**src/rtl/lwe_pkg.sv**
```systemverilog
// Shared types and constants for the LWE bit encrypt/decrypt block.
// No dependencies; compiled first.
`default_nettype none

package lwe_pkg;

  // Default scheme parameters
  localparam int MODULUS_DEF = 3329;
  localparam int DIM_DEF     = 4;

  // Field widths fixed by the request and result formats
  localparam int WORD_W     = 12;
  localparam int KEY_IDX_W  = 5;
  localparam int OP_W       = 2;
  localparam int VEC_FIELDS = 4;
  localparam int MOD_W      = 13;            // holds any modulus up to 4096

  // Datapath widths: one product, a sum of up to VEC_FIELDS products, reducer input
  localparam int PROD_W = 2 * WORD_W;
  localparam int ACC_W  = PROD_W + $clog2(VEC_FIELDS);
  localparam int X_W    = ACC_W + 1;

  // Command queue between decoder and sequencer
  localparam int CMDQ_DEPTH = 2;

  // Request op codes
  localparam logic [OP_W-1:0] OP_LOAD = 2'd0;
  localparam logic [OP_W-1:0] OP_ENC  = 2'd1;
  localparam logic [OP_W-1:0] OP_DEC  = 2'd2;

  typedef logic [WORD_W-1:0] word_t;

  // Classified command kinds
  typedef enum logic [1:0] {
    CMD_LOAD,
    CMD_ENC,
    CMD_DEC,
    CMD_NOP
  } cmd_kind_t;

  // Decoded command; row/lane locate a key word in the row-organized key store
  typedef struct packed {
    cmd_kind_t                    kind;
    logic [KEY_IDX_W-1:0]         row;
    logic [KEY_IDX_W-1:0]         lane;
    word_t                        key_value;
    logic                         message_bit;
    word_t [VEC_FIELDS-1:0]       vec;
    word_t                        v_in;
  } cmd_t;

endpackage

`default_nettype wire

```
**src/rtl/lwe_cmdq.sv**
```systemverilog
// Small FIFO of decoded commands between decoder and sequencer.
// Depends on lwe_pkg.
`default_nettype none

module lwe_cmdq (
  input  logic           clk,
  input  logic           rst,
  input  logic           push,
  input  lwe_pkg::cmd_t  push_cmd,
  output logic           full,
  input  logic           pop,
  output logic           valid,
  output lwe_pkg::cmd_t  head
);

  localparam int DEPTH = lwe_pkg::CMDQ_DEPTH;
  localparam int PTR_W = (DEPTH > 1) ? $clog2(DEPTH) : 1;
  localparam int CNT_W = $clog2(DEPTH + 1);

  lwe_pkg::cmd_t     slots [DEPTH];
  logic [PTR_W-1:0]  wr_ptr;
  logic [PTR_W-1:0]  rd_ptr;
  logic [CNT_W-1:0]  count;

  function automatic logic [PTR_W-1:0] ptr_inc(input logic [PTR_W-1:0] p);
    ptr_inc = (p == PTR_W'(DEPTH - 1)) ? '0 : p + 1'b1;
  endfunction

  assign valid = (count != '0);
  assign full  = (count == CNT_W'(DEPTH));
  assign head  = slots[rd_ptr];

  // Pointers and fill level
  always_ff @(posedge clk) begin
    if (rst) begin
      wr_ptr <= '0;
      rd_ptr <= '0;
      count  <= '0;
    end else begin
      if (push) wr_ptr <= ptr_inc(wr_ptr);
      if (pop)  rd_ptr <= ptr_inc(rd_ptr);
      if (push && !pop)      count <= count + 1'b1;
      else if (pop && !push) count <= count - 1'b1;
    end
  end

  // Entry storage
  always_ff @(posedge clk) begin
    if (push) slots[wr_ptr] <= push_cmd;
  end

endmodule

`default_nettype wire

```
**config.mk**
```make
export PLATFORM = sky130hd
export DESIGN_NAME = lwe_cmdq
export DESIGN_NICKNAME = d
export VERILOG_FILES = /design/src/rtl/lwe_pkg.sv /design/src/rtl/lwe_cmdq.sv
export SDC_FILE = /design/constraint.sdc
export NUM_CORES = 1
export LEC_CHECK = 0
export ABC_AREA = 1
export BUFFER_PORTS_ARGS = -buffer_cell sky130_fd_sc_hd__clkbuf_2
export CAP_MARGIN = 10
export CORE_MARGIN = 5
export CORE_UTILIZATION = 35
export CTS_BUF_LIST = sky130_fd_sc_hd__clkbuf_8
export DETAILED_ROUTE_END_ITERATION = 12
export PLACE_DENSITY_LB_ADDON = 0.08
export SYNTH_ARGS = -nofsm -noshare
export SYNTH_HDL_FRONTEND = slang
export SYNTH_SLANG_ARGS = --single-unit
```
**constraint.sdc**
```tcl
create_clock -name clk -period 7.6 [get_ports clk]
set_input_delay 0.38 -clock clk [delete_from_list [all_inputs] [get_ports clk]]
set_output_delay 0.38 -clock clk [all_outputs]
set_load 0.02 [all_outputs]
```
==> results by group, run 1 <==
Clock tree
  • CTS root buffer: clkbuf_8
  • CTS Hold Buffers Added: 0
  • Clock-pin transition on the worst setup and hold timing paths: roughly 0.09 ns
  • Max Buffers Root-to-Sink: 2
  • Post-CTS Setup Inserts: 0
  • CTS tree: built
  • H-tree levels: 4
  • Cts repair resizes: 0
  • Skew-Pair Late Insertion Delay: between 0.4 and 0.5 ns
  • Num CTS Buffers: 17
  • CTS sink cnt: ~180

Timing
  • Max-slew headroom: 0.247
  • Peak Freq: roughly 0.36 GHz
  • Tcrit/Tclk final: 0.369
  • RSZ-0062 raised after global routing: no
  • Hold violation count in the final report: 0
  • Worst Tran Pin Value: between 1 and 1.5 ns
  • Fin crit period: between 2 and 3 ns
  • Clk_skew: roughly 0.0088 ns
  • Total Neg Setup Slack: 0 ns
  • Slew Viols, Final: 0
  • Final setup fails: 0

Critical path
  • Data required, critical path: ~7.2 ns
  • Data arrival time of the critical path: between 2 and 2.5 ns
  • Worst path slowest cell: dfxtp_4
  • Critical path endpoint category: output port
  • Worst-path maximum fanout: 43
  • R2R depth: 3
  • Family with the most delay on the worst path: buffers and inverters
  • Cell Chain, Critical Path: buf_4 -> mux2_1 -> clkbuf_2
  • Crit Path Category: reg -> out
  • Worst Path Buf+Inv: 2
  • Crit-path max cell delay: approximately 0.75 ns
  • Worst r2r dst: slots[1][56]$_DFFE_PP_
  • Crit. path cell count: 3
  • Setup crit start kind: flip-flop
  • Reg-to-reg setup timing slack: between 5 and 6 ns
  • FF-to-FF Start: wr_ptr$_SDFFE_PP0P_

Yosys
  • Synth Area in Simple Gates: 0.00963
  • Cell taking the most area after synthesis: edfxtp_1
  • Synthesized-area fraction occupied by xor and xnor cells: 0.00138
  • Post-Synthesis Cells: about 300
  • Syn Std Cell Area: ~6400 µm²
  • Seq/Total Area, Yosys: 0.817
  • Synth Area per Inst: 21.4 µm²
  • Ys flop type: edfxtp_1
  • Synthesized Nets: 387
  • Number of synthesized flops with an enable pin: 170
  • Post-synthesis cell type count: 17
  • Most area-consuming cells after synthesis: edfxtp_1 80%, mux2_1 8.8%, mux2_2 6.2%, dfxtp_1 1.6%, buf_6 0.88%
  • Largest family of logic cells by synthesized area: multiplexers
  • Post-synthesis mux area share: 0.150
  • Number of synthesized register bits: around 180
  • Post-Synth Adder-Cell Area: 0.00197
  • Post-synthesis compound-gate area fraction: 0.00157
  • Ys async rst share: 0
  • Synth top area share: 0.802
  • Warnings from Yosys: 0

Cells and area
  • Most common cell after layout, fill and taps aside: clkbuf_2
  • Fillers: ~1,600
  • Commonest non-fill, non-tap cells in the layout: 175 x clkbuf_2, 170 x edfxtp_1, 50 x mux2_1
  • Layout cells sized above 1: 0.492
  • # nets final: 575
  • Final Util: 0.439
  • Non-Filler Instances: ~730
  • P&R area growth vs syn: 23.9%
  • # diodes: 0

Die
  • FP Rows: 49
  • IO Pins: between 150 and 200
  • Die footprint: 21,000 µm²
  • Chip height: 145 µm
  • Core box area: 18,000 µm²
  • Die W: about 140 µm
  • Initial Util: 0.354

Power and ir drop
  • PwrDens: 255 nW/µm²
  • VDD IR max: 0.000114 V
  • Leak: between 3 and 4 nW

Drt
  • Starting DRC count in detailed routing: approximately 120
  • Drt first pass iters: 4
  • Routed wire length: 12.4 mm
  • Drt drc: 0
  • Vias after detailed routing: ~3,200
  • Vias per std cell: about 4.4
  • Antenna Nets Post-Route: 0
  • DR WL/cell: about 17 µm

Place
  • GPL Wtd Cong: around 0.7
  • Port Buffers: 175
  • DP Wirelength: 8.05 mm
  • Placed Instances: slightly below 700

Run
  • MaxCap Viol Count: 0

Global routing
  • GRT Total Usage: 0.118
  • Vias in the first global route: 3,471
  • Initial antenna violation count: 0
  • Global-route wire length before repair: 18.3 mm
  • Largest net degree at the start of global routing: 81
  • Gr ovfl total: 0

Status
  • Status: finished, final reports clean

Worst hold path
  • HP Class: in -> reg
  • WHS Path Cells: 1
  • Hold Startpoint: push_cmd[41]
  • WHS Endpoint: slots[1][41]$_DFFE_PP_
-- metal layers --
layer  GRT usage  vias up  routed length [µm]
li1            -     1531                   -
met2       0.183      104                5990
met3      0.0503       13                1090
met5           0        -                   0
met1       0.146     1579                5140
met4      0.0486        0                 180
-- layout make-up --
type                            count  area [µm²]  share of cell area
Tap cell                          229         287              0.0363
Timing Repair Buffer              178         898               0.114
Clock buffer                       17         234              0.0297
Inverter                            9        35.0             0.00444
Sequential cell                   175        5210               0.660
Multi-Input combinational cell    104        1060               0.134
Clock inverter                     15         168              0.0213
-- worst register-to-register path: stages, from the launching register on --
cell and delay, ns:
dfxtp_1 0.39, nand2_1 0.09, clkinv_2 0.12, buf_4 0.86
-- where the power goes --
part | switching [mW] | internal [mW]
combinational | 0.146 | 0.0899
clock | 0.319 | 0.324
sequential | 0.0194 | 1.12
total | 0.485 | 1.53
-- synth_stat cells (3+ instances only) --
cell type,count
buf_2,3
buf_6,5
dfxtp_1,5
edfxtp_1,170
inv_1,9
mux2_1,50
mux2_2,35
nand2_1,6
nor2_1,6
-- logic make-up after synthesis --
logic type | count (synthesis)
flops | 175
mux | 85
buf+inv | 18
simple gates | 15
compound gates | 2
xor+xnor | 1
fa+ha+maj | 1
-- stage by stage --
step | power (mW) | setup WS (ns) | instance area (µm²) | hold WS (ns)
floorplan | 1.31 | 3.09 | 6370 | 0.452
global placement | 1.40 | 5.18 | 7490 | 0.495
detailed placement | 1.40 | 5.19 | 7490 | 0.501
CTS | 2.05 | 4.67 | 7890 | 0.0791
global route | 2.11 | 4.57 | 7890 | 0.0691
finish | 2.01 | 4.79 | 7890 | 0.127
-- state kept, by name, summed over array words and instances (netlist names), named ones only --
signal	cells
wr_ptr	1
count	2
slots	170
rd_ptr	1
-- worst max path at each step --
stage | start | end | slack, ns
finish | flip-flop | head[24] | 4.79
global route | flip-flop | head[29] | 4.57
CTS | flip-flop | head[7] | 4.67
detailed placement | flip-flop | head[7] | 5.19
global placement | flip-flop | head[7] | 5.18
floorplan | push | slots[0][0]$_DFFE_PP_ | 3.09
Note: power is estimated with default switching activity, not from simulation.
==> run 2: changes to the inputs <==
==> constraint.sdc (replaced) <==
create_clock -name clk -period 2.9 [get_ports clk]
set_input_delay 0.145 -clock clk [delete_from_list [all_inputs] [get_ports clk]]
set_output_delay 0.145 -clock clk [all_outputs]
set_load 0.02 [all_outputs]
==> results by group, run 2 (synthesized netlist as in run 1, its figures left out) <==
Clock tree
  • Num CTS Buffers: 17 (unchanged)
  • H-tree levels: 4 (unchanged)
  • Clock-pin transition on the worst setup and hold timing paths: 0.10 ns (about the same)
  • CTS sink cnt: 175 (unchanged)
  • Max Buffers Root-to-Sink: 2 (unchanged)
  • Cts repair resizes: 0 (unchanged)
  • Skew-Pair Late Insertion Delay: 0.44 ns (about the same)
  • CTS tree: built
  • CTS root buffer: clkbuf_8

Timing
  • RSZ-0062 raised after global routing: no
  • Tcrit/Tclk final: 0.748
  • Hold violation count in the final report: 0 (unchanged)
  • Clk_skew: 0.0101 ns (+0.00128 ns)
  • Total Neg Setup Slack: 0 ns (unchanged)
  • Peak Freq: between 0.4 and 0.5 GHz
  • Slew Viols, Final: 0 (unchanged)
  • Final setup fails: 0 (unchanged)
  • Fin crit period: 2.17 ns
  • Worst Tran Pin Value: 0.531 ns (-0.599 ns)
  • Max-slew headroom: 0.646 (+0.399)

Cells and area
  • Biggest regs: slots (170), count (2)
  • Largest Register: slots
  • Max reg flops: 170 (unchanged)
  • # nets final: 666 (+16%)
  • Commonest non-fill, non-tap cells in the layout: 175 x clkbuf_2, 170 x edfxtp_1, 89 x dlygate4sd3_1
  • Most common cell after layout, fill and taps aside: clkbuf_2
  • P&R area growth vs syn: 39.0%
  • Layout cells sized above 1: 0.421 (-0.0709)
  • Non-Filler Instances: 819 (+13%)

Critical path
  • Data arrival time of the critical path: 2.02 ns (-0.41 ns)
  • Data required, critical path: 2.76 ns (-4.46 ns)
  • Cell Chain, Critical Path: buf_12 -> mux2_2 -> clkbuf_2
  • Worst r2r dst: slots[1][71]$_DFFE_PP_
  • Worst-path maximum fanout: 36 (-16%)
  • Reg-to-reg setup timing slack: 1.31 ns (-4.39 ns)
  • Critical path endpoint category: output port
  • FF-to-FF Start: wr_ptr$_SDFFE_PP0P_
  • Setup crit start kind: flip-flop
  • Crit-path max cell delay: 0.69 ns (-0.06 ns)
  • Crit Path Category: reg -> out
  • Worst path slowest cell: dfxtp_4
  • R2R depth: 3 (unchanged)

Global routing
  • Met1 Track Usage GR: 0.142 (-0.00438)
  • Vias in the first global route: 3,890 (+12%)
  • Initial antenna violation count: 1 (+1)
  • Met2 Resource Use GR: 0.214 (+0.0311)
  • GRT Total Usage: 0.125 (+0.00680)
  • Gr ovfl total: 0 (unchanged)
  • Largest net degree at the start of global routing: 86 (+6.2%)
  • Met3 usage in global routing: 0.0536 (+0.00329)
  • Global-route wire length before repair: 19.5 mm (+6.9%)
  • GRT busiest layer: met2

Place
  • GPL Wtd Cong: 0.697 (-0.64%)
  • DP Wirelength: 8.35 mm (+3.7%)
  • Port Buffers: 175 (unchanged)
  • Placed Instances: 697 (+0.29%)

Die
  • IO Pins: 176 (unchanged)
  • Die W: 145 µm (unchanged)
  • Initial Util: 0.354 (unchanged)
  • FP Rows: 49 (unchanged)
  • Die footprint: 21,000 µm² (unchanged)
  • Core box area: 18,000 µm² (unchanged)
  • Chip height: 145 µm (unchanged)

Power and ir drop
  • VDD IR max: 0.000330 V (+190%)
  • PwrDens: 616 nW/µm² (+140%)
  • Leak: 3.39 nW (+13%)

Drt
  • Drt first pass iters: 4 (unchanged)
  • Drt drc: 0 (unchanged)
  • Antenna Nets Post-Route: 0 (unchanged)
  • Vias per std cell: 4.39 (-1.1%)
  • Vias after detailed routing: 3,596 (+11%)
  • Routed wire length: 13.0 mm (+5.0%)
  • DR WL/cell: 15.9 µm (-6.8%)
  • Starting DRC count in detailed routing: 133 (+13%)

Worst hold path
  • WHS Path Cells: 2 (+1)
  • WHS Endpoint: slots[0][84]$_DFFE_PP_
  • HP Class: in -> reg
  • Hold Startpoint: push_cmd[84]

Status
  • Status: finished, final reports clean

Run
  • MaxCap Viol Count: 0 (unchanged)
## run 2: cell types whose count changed in the layout (fill, tap and decap cells not counted), moves of 2 or more
| cell | before | now |
|---|---|---|
| clkinvlp_4 | 1 | 4 |
| clkinv_1 | 3 | 1 |
| dlygate4sd3_1 | 0 | 89 |
| inv_8 | 0 | 2 |
| buf_12 | 0 | 3 |
| clkinv_2 | 4 | 0 |
## run 2: report_power, final
part           switching [mW]  internal [mW]  leakage (nW)
clock                   0.884          0.864         0.202
sequential             0.0496           2.92          1.64
combinational           0.408          0.325          1.55
## run 2: worst max-delay path by stage
stage	startpoint	to	slack, ns
floorplan	wr_ptr$_SDFFE_PP0P_	slots[1][0]$_DFFE_PP_	0.36
global placement	flip-flop	head[80]	1.18
detailed placement	flip-flop	head[2]	1.17
CTS	flip-flop	head[2]	0.65
global route	flip-flop	head[80]	0.57
finish	flip-flop	head[1]	0.73
## run 2: what timing repair did
action / in CTS / in global routing
buffers inserted: 0 / 0
hold buffers: 89 / 0
hold endpoints to repair: 175 / 0
## run 2: area by class of cell
cell class | count | area, µm²
fillers | 1573 | 9110
inverters | 9 | 36.3
clock inverters | 15 | 185
repair buffers | 269 | 1840
clock buffers | 17 | 234
flip-flops and latches | 175 | 5210
diodes | 1 | 2.50
multi-input cells | 104 | 1060
well taps | 229 | 287
## run 2: worst max-delay path, delay by kind of cell (launching register included)
family / cells / cell delay (ns)
buf+inv: 2 / 0.46
mux: 1 / 0.37
flops: 1 / 0.69
## run 2: per-stage QoR
stage | total power, mW | worst slack (ns) | hold WS, ns | area, µm² | util
detailed placement | 3.68 | 1.17 | 0.338 | 7540 | 0.420
global route | 5.71 | 0.573 | 0.371 | 8850 | 0.493
floorplan | 3.42 | 0.359 | 0.217 | 6370 | -
finish | 5.45 | 0.732 | 0.423 | 8850 | 0.493
global placement | 3.67 | 1.18 | 0.334 | 7540 | 0.420
CTS | 5.54 | 0.647 | 0.370 | 8850 | 0.493
## run 2: metal layers
layer / vias to the layer above / share of wire
li1: 1718 / -
met5: - / 0
met2: 118 / 0.50
met1: 1749 / 0.41
met4: 0 / 0.0090
met3: 11 / 0.085
