===== config.mk =====
export PLATFORM = sky130hd
export DESIGN_NAME = lwe_front_flat
export DESIGN_NICKNAME = d
export VERILOG_FILES = /design/src/rtl/lwe_pkg.sv /design/src/rtl/lwe_if.sv /design/src/rtl/lwe_front.sv /design/src/flat_wrapper.sv
export SDC_FILE = /design/constraint.sdc
export NUM_CORES = 1
export LEC_CHECK = 0
export BUFFER_PORTS_ARGS = -buffer_cell sky130_fd_sc_hd__buf_2
export CAP_MARGIN = 20
export CORE_AREA = 2 2 65 67
export DETAILED_ROUTE_END_ITERATION = 10
export DIE_AREA = 0 0 67 69
export PLACE_DENSITY_LB_ADDON = 0.08
export SLEW_MARGIN = 30
export SYNTH_ARGS = -nofsm -noshare
export SYNTH_HDL_FRONTEND = slang
export SYNTH_SLANG_ARGS = --single-unit

===== constraint.sdc =====
create_clock -name vclk -period 1.7
set_input_delay 0.17 -clock vclk [all_inputs]
set_output_delay 0.17 -clock vclk [all_outputs]
set_load 0.02 [all_outputs]

===== src/rtl/lwe_pkg.sv =====
// Shared types and constants for the LWE bit encrypt/decrypt block.
// No dependencies; compiled first.
`default_nettype none

package lwe_pkg;

  // Default scheme parameters
  localparam int MODULUS_DEF = 3329;
  localparam int DIM_DEF     = 4;

  // Field widths fixed by the request and result formats
  localparam int WORD_W     = 12;
  localparam int KEY_IDX_W  = 5;
  localparam int OP_W       = 2;
  localparam int VEC_FIELDS = 4;
  localparam int MOD_W      = 13;            // holds any modulus up to 4096

  // Datapath widths: one product, a sum of up to VEC_FIELDS products, reducer input
  localparam int PROD_W = 2 * WORD_W;
  localparam int ACC_W  = PROD_W + $clog2(VEC_FIELDS);
  localparam int X_W    = ACC_W + 1;

  // Command queue between decoder and sequencer
  localparam int CMDQ_DEPTH = 2;

  // Request op codes
  localparam logic [OP_W-1:0] OP_LOAD = 2'd0;
  localparam logic [OP_W-1:0] OP_ENC  = 2'd1;
  localparam logic [OP_W-1:0] OP_DEC  = 2'd2;

  typedef logic [WORD_W-1:0] word_t;

  // Classified command kinds
  typedef enum logic [1:0] {
    CMD_LOAD,
    CMD_ENC,
    CMD_DEC,
    CMD_NOP
  } cmd_kind_t;

  // Decoded command; row/lane locate a key word in the row-organized key store
  typedef struct packed {
    cmd_kind_t                    kind;
    logic [KEY_IDX_W-1:0]         row;
    logic [KEY_IDX_W-1:0]         lane;
    word_t                        key_value;
    logic                         message_bit;
    word_t [VEC_FIELDS-1:0]       vec;
    word_t                        v_in;
  } cmd_t;

endpackage

`default_nettype wire


===== src/rtl/lwe_if.sv =====
// Request and result channel interfaces (valid/ready plus payload).
// Depends on lwe_pkg.
`default_nettype none

interface lwe_req_if;
  logic                            valid;
  logic                            ready;
  logic [lwe_pkg::OP_W-1:0]        op;
  logic [lwe_pkg::KEY_IDX_W-1:0]   key_index;
  lwe_pkg::word_t                  key_value;
  logic                            message_bit;
  lwe_pkg::word_t                  vec0;
  lwe_pkg::word_t                  vec1;
  lwe_pkg::word_t                  vec2;
  lwe_pkg::word_t                  vec3;
  lwe_pkg::word_t                  v_in;

  modport source (
    output valid, op, key_index, key_value, message_bit, vec0, vec1, vec2, vec3, v_in,
    input  ready
  );
  modport sink (
    input  valid, op, key_index, key_value, message_bit, vec0, vec1, vec2, vec3, v_in,
    output ready
  );
endinterface


`default_nettype wire


===== src/rtl/lwe_front.sv =====
// Request decoder: classifies each request and maps a key index to row/lane.
// Depends on lwe_pkg and lwe_if.
`default_nettype none

module lwe_front #(
  parameter int DIM = lwe_pkg::DIM_DEF
) (
  lwe_req_if.sink          req,
  input  logic             q_full,
  output logic             push,
  output lwe_pkg::cmd_t    cmd
);

  localparam int IW        = lwe_pkg::KEY_IDX_W;
  localparam int PUB_BASE  = DIM * DIM;
  localparam int SEC_BASE  = PUB_BASE + DIM;
  localparam int KEY_WORDS = SEC_BASE + DIM;
  localparam int CMP_W     = ($clog2(KEY_WORDS + 1) > IW) ? $clog2(KEY_WORDS + 1) : IW;

  logic [CMP_W-1:0] idx;

  // Accept whenever the queue has room
  assign req.ready = !q_full;
  assign push      = req.valid && !q_full;

  // Classify and locate the key word
  always_comb begin
    idx             = CMP_W'(req.key_index);
    cmd.kind        = lwe_pkg::CMD_NOP;
    cmd.row         = '0;
    cmd.lane        = '0;
    cmd.key_value   = req.key_value;
    cmd.message_bit = req.message_bit;
    cmd.vec         = {req.vec3, req.vec2, req.vec1, req.vec0};
    cmd.v_in        = req.v_in;
    unique case (req.op)
      lwe_pkg::OP_LOAD: begin
        if (idx < CMP_W'(PUB_BASE)) begin
          // matrix word: row = idx / DIM, lane = idx % DIM
          cmd.kind = lwe_pkg::CMD_LOAD;
          cmd.lane = IW'(idx);
          for (int k = 1; k < DIM; k++) begin
            if (idx >= CMP_W'(k * DIM)) begin
              cmd.row  = IW'(k);
              cmd.lane = IW'(idx - CMP_W'(k * DIM));
            end
          end
        end else if (idx < CMP_W'(SEC_BASE)) begin
          // public vector word sits next to its matrix row
          cmd.kind = lwe_pkg::CMD_LOAD;
          cmd.row  = IW'(idx - CMP_W'(PUB_BASE));
          cmd.lane = IW'(DIM);
        end else if (idx < CMP_W'(KEY_WORDS)) begin
          // secret word follows the public word
          cmd.kind = lwe_pkg::CMD_LOAD;
          cmd.row  = IW'(idx - CMP_W'(SEC_BASE));
          cmd.lane = IW'(DIM + 1);
        end
      end
      lwe_pkg::OP_ENC: cmd.kind = lwe_pkg::CMD_ENC;
      lwe_pkg::OP_DEC: cmd.kind = lwe_pkg::CMD_DEC;
      default:         cmd.kind = lwe_pkg::CMD_NOP;
    endcase
  end

endmodule

`default_nettype wire


===== src/flat_wrapper.sv =====
// flat-port wrapper written by rule: the top's interface ports become plain ports
module lwe_front_flat 
#(
  parameter int DIM = lwe_pkg::DIM_DEF
)
  (q_full, push, cmd, req_valid, req_op, req_key_index, req_key_value, req_message_bit, req_vec0, req_vec1, req_vec2, req_vec3, req_v_in, req_ready);
  lwe_req_if req_i ();
  input  logic q_full;
  output logic push;
  output lwe_pkg::cmd_t cmd;
  input wire logic [$bits(req_i.valid)-1:0] req_valid;
  input wire logic [$bits(req_i.op)-1:0] req_op;
  input wire logic [$bits(req_i.key_index)-1:0] req_key_index;
  input wire logic [$bits(req_i.key_value)-1:0] req_key_value;
  input wire logic [$bits(req_i.message_bit)-1:0] req_message_bit;
  input wire logic [$bits(req_i.vec0)-1:0] req_vec0;
  input wire logic [$bits(req_i.vec1)-1:0] req_vec1;
  input wire logic [$bits(req_i.vec2)-1:0] req_vec2;
  input wire logic [$bits(req_i.vec3)-1:0] req_vec3;
  input wire logic [$bits(req_i.v_in)-1:0] req_v_in;
  output wire logic [$bits(req_i.ready)-1:0] req_ready;
  assign req_i.valid = req_valid;
  assign req_i.op = req_op;
  assign req_i.key_index = req_key_index;
  assign req_i.key_value = req_key_value;
  assign req_i.message_bit = req_message_bit;
  assign req_i.vec0 = req_vec0;
  assign req_i.vec1 = req_vec1;
  assign req_i.vec2 = req_vec2;
  assign req_i.vec3 = req_vec3;
  assign req_i.v_in = req_v_in;
  assign req_ready = req_i.ready;
  lwe_front #(.DIM(DIM)) u_core (.req(req_i), .q_full(q_full), .push(push), .cmd(cmd));
endmodule

==> results.tsv, run 1 <==
metric	value	unit
outcome	finished, violations left	
violated checks	setup timing	
cts-stage hold buffer count	0	
Critical Path End Type	output port	
final worst setup slack	-85.3	ps
initial drt markers	17	
commonest non-fill, non-tap cell in the layout	buf_4	
first-pass GRT wire length	3510	um
Distinct cells, synth	33	
area leader, netlist	buf_4	
Leak Pwr	0.000432	uW
# port buffers	22	
crit-path cells	buf_8 > clkinv_4 > ha_4 > or4b_4 > and2_4 > o21a_1 > a221oi_4 > buf_6	
Mapped Area	982	um^2
Final Max Slew Viols	0	
gpl congestion	0.741	
Detail Placement HPWL	1810	um
Routed wire per std cell	14.4	um
Worst path slowest cell	or4b_4	
final setup fails	4	
Syn-to-layout area delta	1.78	%
die area	4620	um^2
commonest cells after routing, fill and taps aside	23 x buf_4, 16 x buf_2, 6 x buf_6	
Starting Density	25.1	%
vias in the first global route	761	
share of the cycle needed by the critical path after routing	105	%
DRC	0	
syn nets	224	
grt total ovfl	0	
crit path launch type	input port	
Register Area	0	um^2
final core occ	25.5	%
largest net degree at the start of global routing	9	
die height	69	um
dpl ws	-181	ps
fmax	560	MHz
WP data arrival	1620	ps
Max stage delay on crit path	460	ps
gate count after technology mapping	134	
Seq/Total Area, Yosys	0	%
NumNets Final	198	
Yosys warning count	0	
final wirelength	2250	um
Worst Path Buf+Inv	3	
Antenna Nets Post-Route	0	
Die Wd	67	um
seq_cells	0	
RSZ-0062 raised after global routing	yes	
cell row count	23	
fin crit period	1790	ps
Power Dens Cells	231	nW/um^2
Hold Path Class	input port to output port	
DRT Pass-1 Iters	4	
io pins	169	
via count	694	
delay-heaviest family, CP	simple AND/OR/NAND/NOR gates	
crit path max fanout	3	
GRT Overall Usage	9.25	%
# clk buffers	0	
Synth Area per Inst	7.33	um^2
layout cells sized above 1	67.9	%
initial antenna violation count	0	
drt via density	4.45	
CP required	1530	ps
Inst Count DP	152	
Max VDD drop	0.0479	mV
critical path class	input port to output port	
Final Hold Fails	0	
Ant. Diodes	0	
ranking of synthesized cells by area	buf_4 57%, ha_1 10%, a21oi_1 3.1%	
Final Non-Filler Cells	156	
Yosys top cell area share	56.6	%
max_cap viols	0	
total core area	3910	um^2
total power	231	uW
what timing repair did:
item	CTS	global route
setup endpoints to repair	5	7
pin swaps	7	10
resized for setup	21	19
buffers inserted	3	1
cells in the mapped netlist (all sizes together):
cell    number
nor2b        1
a211oi       1
a221o        1
o21ai        1
a31o         1
nor4b        1
nand2        5
nor3         1
conb         1
or2          1
a31oi        2
a311oi       1
and2         2
clkinv       1
nor2         3
and3         2
a21o         1
o21a         1
a221oi       2
inv          6
nand4b       1
or4b         2
o22a         1
buf         75
a21oi        6
o211ai       2
ha           8
nand4        2
nand3        2
through the flow:
| step | instance area, um^2 | setup TNS (ps) | hold slack [ps] |
|---|---|---|---|
| floorplan | 1020 | -67.4 | 417 |
| detailed placement | 783 | -493 | 340 |
| global route | 1000 | -370 | 340 |
| CTS | 893 | -125 | 340 |
| global placement | 783 | -631 | 340 |
| finish | 1000 | -106 | 340 |
path summary, 6_finish.rpt:
kind / start / end / slack [ps] / depth (start not counted)
setup / recovery: req_key_index[4] / cmd[77] / -90 / 8
hold / removal: req_vec0[8] / cmd[20] / 340 / 0
layer usage:
layer | up-vias | share of wire, % | track usage (%)
li1 | 317 | - | -
met1 | 303 | 34 | 9.84
met2 | 44 | 47 | 15.2
met3 | 30 | 12 | 2.77
met4 | 0 | 7.2 | 6.35
met5 | - | 0 | 0
where the power goes:
| group | total (uW) | switching [uW] | internal, uW |
|---|---|---|---|
| Combinational | 231 | 116 | 115 |
| Sequential | 0 | 0 | 0 |
| Clock | 0 | 0 | 0 |
| Total | 231 | 116 | 115 |
kinds of logic (layout without fill, tap and decap cells):
group	Yosys count	count (layout)	synth area share [%]
other	1	1	0.382
adder cells (fa/ha/maj)	8	8	10.2
AO/OA/AOI/OAI	20	20	14.9
buffers and inverters	82	54	60.4
AND/OR/NAND/NOR	23	23	14.1
area by class of cell:
type                            count  area (um^2)
Fill cell                         450         2910
Multi-Input combinational cell     52          538
Timing Repair Buffer               47          355
Tap cell                           50         62.6
Inverter                            7         43.8
Power figures use the tool's default switching activity.
==> run 2: changes to the inputs <==
--- a/config.mk
+++ b/config.mk
@@ -6,11 +6,11 @@
 export NUM_CORES = 1
 export LEC_CHECK = 0
 export BUFFER_PORTS_ARGS = -buffer_cell sky130_fd_sc_hd__buf_2
-export CAP_MARGIN = 20
 export CORE_AREA = 2 2 65 67
 export DETAILED_ROUTE_END_ITERATION = 10
 export DIE_AREA = 0 0 67 69
-export PLACE_DENSITY_LB_ADDON = 0.08
+export PLACE_DENSITY = 0.8
+export SETUP_SLACK_MARGIN = 0.02
 export SLEW_MARGIN = 30
 export SYNTH_ARGS = -nofsm -noshare
 export SYNTH_HDL_FRONTEND = slang
==> run 2 against run 1 <==
- the run still ends with setup timing left
- non-clock buffer count shrank 1
- cell count shrank 0.64%
- final area shrank 4.3%
==> results.tsv, run 2 (synthesis results as in run 1) <==
metric	value	unit
layout cells sized above 1	63.8	%
Worst path slowest cell	or4b_4	
Ant. Diodes	0	
crit path launch	req_key_index[4]	
WP depth	7	
Detail Placement HPWL	1780	um
violated checks	setup timing	
drt via density	4.44	
outcome	finished, violations left	
dpl ws	-254	ps
delay-heaviest family, CP	simple AND/OR/NAND/NOR gates	
crit-path cells	buf_12 > buf_8 > or4b_4 > nand3_4 > nand4_1 > a221oi_4 > buf_6	
Final Non-Filler Cells	155	
Antenna Nets Post-Route	0	
worst hold slack	340	ps
GRT Overall Usage	8.80	%
gpl congestion	0.827	
commonest non-fill, non-tap cell in the layout	buf_4	
vias in the first global route	706	
grt total ovfl	0	
io pins	169	
RSZ-0062 raised after global routing	yes	
critical path class	input port to output port	
Inst Count DP	151	
crit path max fanout	7	
seq_cells	0	
Power Dens Cells	226	nW/um^2
final worst setup slack	-100	ps
share of the cycle needed by the critical path after routing	106	%
largest net degree at the start of global routing	10	
# port buffers	22	
crit path launch type	input port	
final wirelength	2180	um
max_cap viols	0	
Routed wire per std cell	14.1	um
cts-stage hold buffer count	0	
total power	216	uW
final setup fails	3	
NumNets Final	197	
fmax	556	MHz
Max stage delay on crit path	550	ps
Register Area	0	um^2
initial drt markers	11	
Starting Density	25.1	%
die height	69	um
commonest cells after routing, fill and taps aside	26 x buf_4, 15 x buf_2, 5 x inv_1, 5 x nand2_1, 5 x a21oi_1	
first-pass GRT wire length	3340	um
# clk buffers	0	
fin crit period	1800	ps
Syn-to-layout area delta	-2.55	%
Leak Pwr	0.000423	uW
Max VDD drop	0.0784	mV
DRC	0	
Critical Path Sink	cmd[77]	
Final Hold Fails	0	
cell row count	23	
initial antenna violation count	0	
CP required	1530	ps
DRT Pass-1 Iters	4	
WP data arrival	1630	ps
Hold Path Class	input port to output port	
Final Max Slew Viols	0	
via count	688	
Worst Path Buf+Inv	3	
die area	4620	um^2
Critical Path End Type	output port	
Die Wd	67	um
total core area	3910	um^2
run 2: through the flow:
stage | instance area [um^2] | setup TNS, ps | util [%]
after global routing | 957 | -369 | 24.5
final | 957 | -181 | 24.5
after global placement | 813 | -782 | 20.8
after floorplan | 1060 | 0 | -
after detailed placement | 813 | -839 | 20.8
after CTS | 892 | -215 | 22.8
run 2: report_power, final:
group,internal [uW],switching (uW)
Sequential,0,0
Combinational,107,109
Clock,0,0
run 2: what timing repair did:
| action | 4_1_cts | 5_1_grt |
|---|---|---|
| setup endpoints to repair | 5 | 6 |
| buffers inserted | 2 | 2 |
| gates resized for setup | 15 | 10 |
| pin swaps | 10 | 4 |
run 2: area by class of cell:
type / count / area, um^2
Timing Repair Buffer: 46 / 339
Inverter: 7 / 55.1
Multi-Input combinational cell: 52 / 500
Fill cell: 448 / 2960
Tap cell: 50 / 62.6
run 2: metal layers:
layer / vias up / wire length [um] / track usage, %
met3: 40 / 226 / 2.28
met5: - / 0 / 0
met4: 0 / 257 / 9.75
met2: 33 / 971 / 13.9
met1: 296 / 727 / 8.49
li1: 319 / - / -
run 2: worst min-delay path by stage:
stage            startpoint         to  slack [ps]  cells after the start
2_1_floorplan        q_full  req_ready         420                      1
3_3_place_gp    req_vec0[1]    cmd[13]         340                      0
3_5_place_dp    req_vec0[1]    cmd[13]         340                      0
4_1_cts         req_vec0[1]    cmd[13]         340                      0
5_1_grt        req_v_in[10]    cmd[10]         340                      0
6_report       req_v_in[10]    cmd[10]         340                      0
==> run 3: changes to the inputs <==
--- a/config.mk
+++ b/config.mk
@@ -6,9 +6,11 @@
 export NUM_CORES = 1
 export LEC_CHECK = 0
 export BUFFER_PORTS_ARGS = -buffer_cell sky130_fd_sc_hd__buf_2
-export CORE_AREA = 2 2 65 67
+export CELL_PAD_IN_SITES_DETAIL_PLACEMENT = 1
+export CELL_PAD_IN_SITES_GLOBAL_PLACEMENT = 1
+export CORE_ASPECT_RATIO = 0.75
+export CORE_UTILIZATION = 14
 export DETAILED_ROUTE_END_ITERATION = 10
-export DIE_AREA = 0 0 67 69
 export PLACE_DENSITY = 0.8
 export SETUP_SLACK_MARGIN = 0.02
 export SLEW_MARGIN = 30
==> run 3 against run 2 <==
- the flow still finishes with violations (setup timing)
- maximum frequency down 0.21%
- cell count rose by 21%
- critical path depth is 1 higher
- core utilization shrank 10 points
- global-route usage down 2.2 points
- total power rose by 0.69%
- via count rose by 3.6%
- worst hold slack unchanged
- non-clock buffer count is 2 lower
- routed wire length is 9.4% higher
- sequential cell count is the same
- highest routed layer unchanged
==> results.tsv, run 3 (synthesis results as in run 1) <==
metric	value	unit
outcome	finished, violations left	
violated checks	setup timing	
post-route cell area	967	um^2
Routed wire per std cell	12.8	um
io pins	169	
final wirelength	2390	um
Register Area	0	um^2
M1 WL	896	um
min-delay src	req_v_in[10]	
share of the cycle needed by the critical path after routing	106	%
largest net degree at the start of global routing	10	
Final Max Slew Viols	0	
worst hold stages	0	
NumNets Final	195	
Die Wd	98.7	um
filler instances	810	
Hold EP	cmd[10]	
final setup TNS	-166	ps
wire length on met3	306	um
crit path launch type	input port	
Ant. Diodes	0	
gpl congestion	0.852	
Starting Density	14.4	%
die height	74.5	um
final setup fails	4	
DRC	0	
Antenna Nets Post-Route	0	
commonest non-fill, non-tap cell in the layout	buf_4	
Top Metal Used	met4	
# clk buffers	0	
initial antenna violation count	0	
Hold Path Class	input port to output port	
Syn-to-layout area delta	-1.53	%
Leak Pwr	0.000412	uW
GRT Overall Usage	6.58	%
total power	217	uW
via count	713	
layout cells sized above 1	64.1	%
Critical Path End Type	output port	
vias in the first global route	796	
total core area	6800	um^2
Detail Placement HPWL	1990	um
# port buffers	22	
cell row count	26	
fmax	554	MHz
Max VDD drop	0.0565	mV
RSZ-0062 raised after global routing	yes	
drt via density	3.81	
DRT Pass-1 Iters	3	
worst hold slack	340	ps
Final Hold Fails	0	
WP data arrival	1630	ps
initial drt markers	27	
metal2 WL	1170	um
cts-stage hold buffer count	0	
commonest cells after routing, fill and taps aside	25 x buf_4, 14 x buf_2, 5 x inv_1, 5 x nand2_1, 4 x a21oi_1	
Area after DPL	856	um^2
max_cap viols	0	
seq_cells	0	
final worst setup slack	-104	ps
critical path class	input port to output port	
die area	7360	um^2
CP required	1530	ps
crit path max fanout	2	
fin crit period	1800	ps
first-pass GRT wire length	3970	um
Power Dens Cells	225	nW/um^2
grt total ovfl	0	
-- run 3: cell count changes in the layout (fill, tap and decap cells not counted), sizes merged --
| cell | before | now |
|---|---|---|
| buf | 46 | 43 |
| clkbuf | 0 | 1 |
-- run 3: worst max-delay path, cell delays in order --
cell       delay, ps
buf_12           120
clkinv_16         40
ha_4             110
or4b_4           450
and2_4           160
o21a_1           210
a221oi_4         230
buf_6            150
-- run 3: worst max-delay path by stage --
| stage | start | endpoint | slack (ps) | cells after the start |
|---|---|---|---|---|
| finish | req_key_index[4] | cmd[77] | -100 | 8 |
| global route | req_key_index[4] | cmd[77] | -150 | 8 |
| CTS | req_key_index[4] | cmd[77] | -150 | 8 |
| detailed placement | req_key_index[4] | cmd[77] | -260 | 8 |
| global placement | req_key_index[4] | cmd[77] | -250 | 8 |
| floorplan | req_key_index[4] | cmd[77] | 20 | 6 |
-- run 3: per-layer routing --
layer  GRT usage [%]  vias up
met5               0        -
met4           0.995        0
met3            4.23        4
met2            11.0       60
met1            7.25      337
li1                -      312
-- run 3: metrics by stage --
stage                     cells  setup WS [ps]  utilization, %
final                       187           -104            14.2
after global routing        187           -154            14.2
after CTS                   186           -147            13.9
after detailed placement    185           -265            12.6
after global placement      185           -251            12.6
after floorplan             134           15.5               -
-- run 3: cell type report --
| type | count | area, um^2 | share of cell area [%] |
|---|---|---|---|
| multi-input combinational | 52 | 488 | 50.5 |
| inverter | 7 | 55.1 | 5.69 |
| tap | 84 | 105 | 10.9 |
| timing repair buffer | 44 | 319 | 33.0 |
-- run 3: power breakdown --
part / internal [uW] / total, uW / switching, uW / leakage [uW]
combinational: 104 / 217 / 114 / 0.000412
clock: 0 / 0 / 0 / 0
sequential: 0 / 0 / 0 / 0
-- run 3: timing repair --
item | 4_1_cts | 5_1_grt
buffers inserted | 1 | 1
pin swaps | 10 | 7
gates resized for setup | 20 | 4
endpoints found under the setup margin | 5 | 6
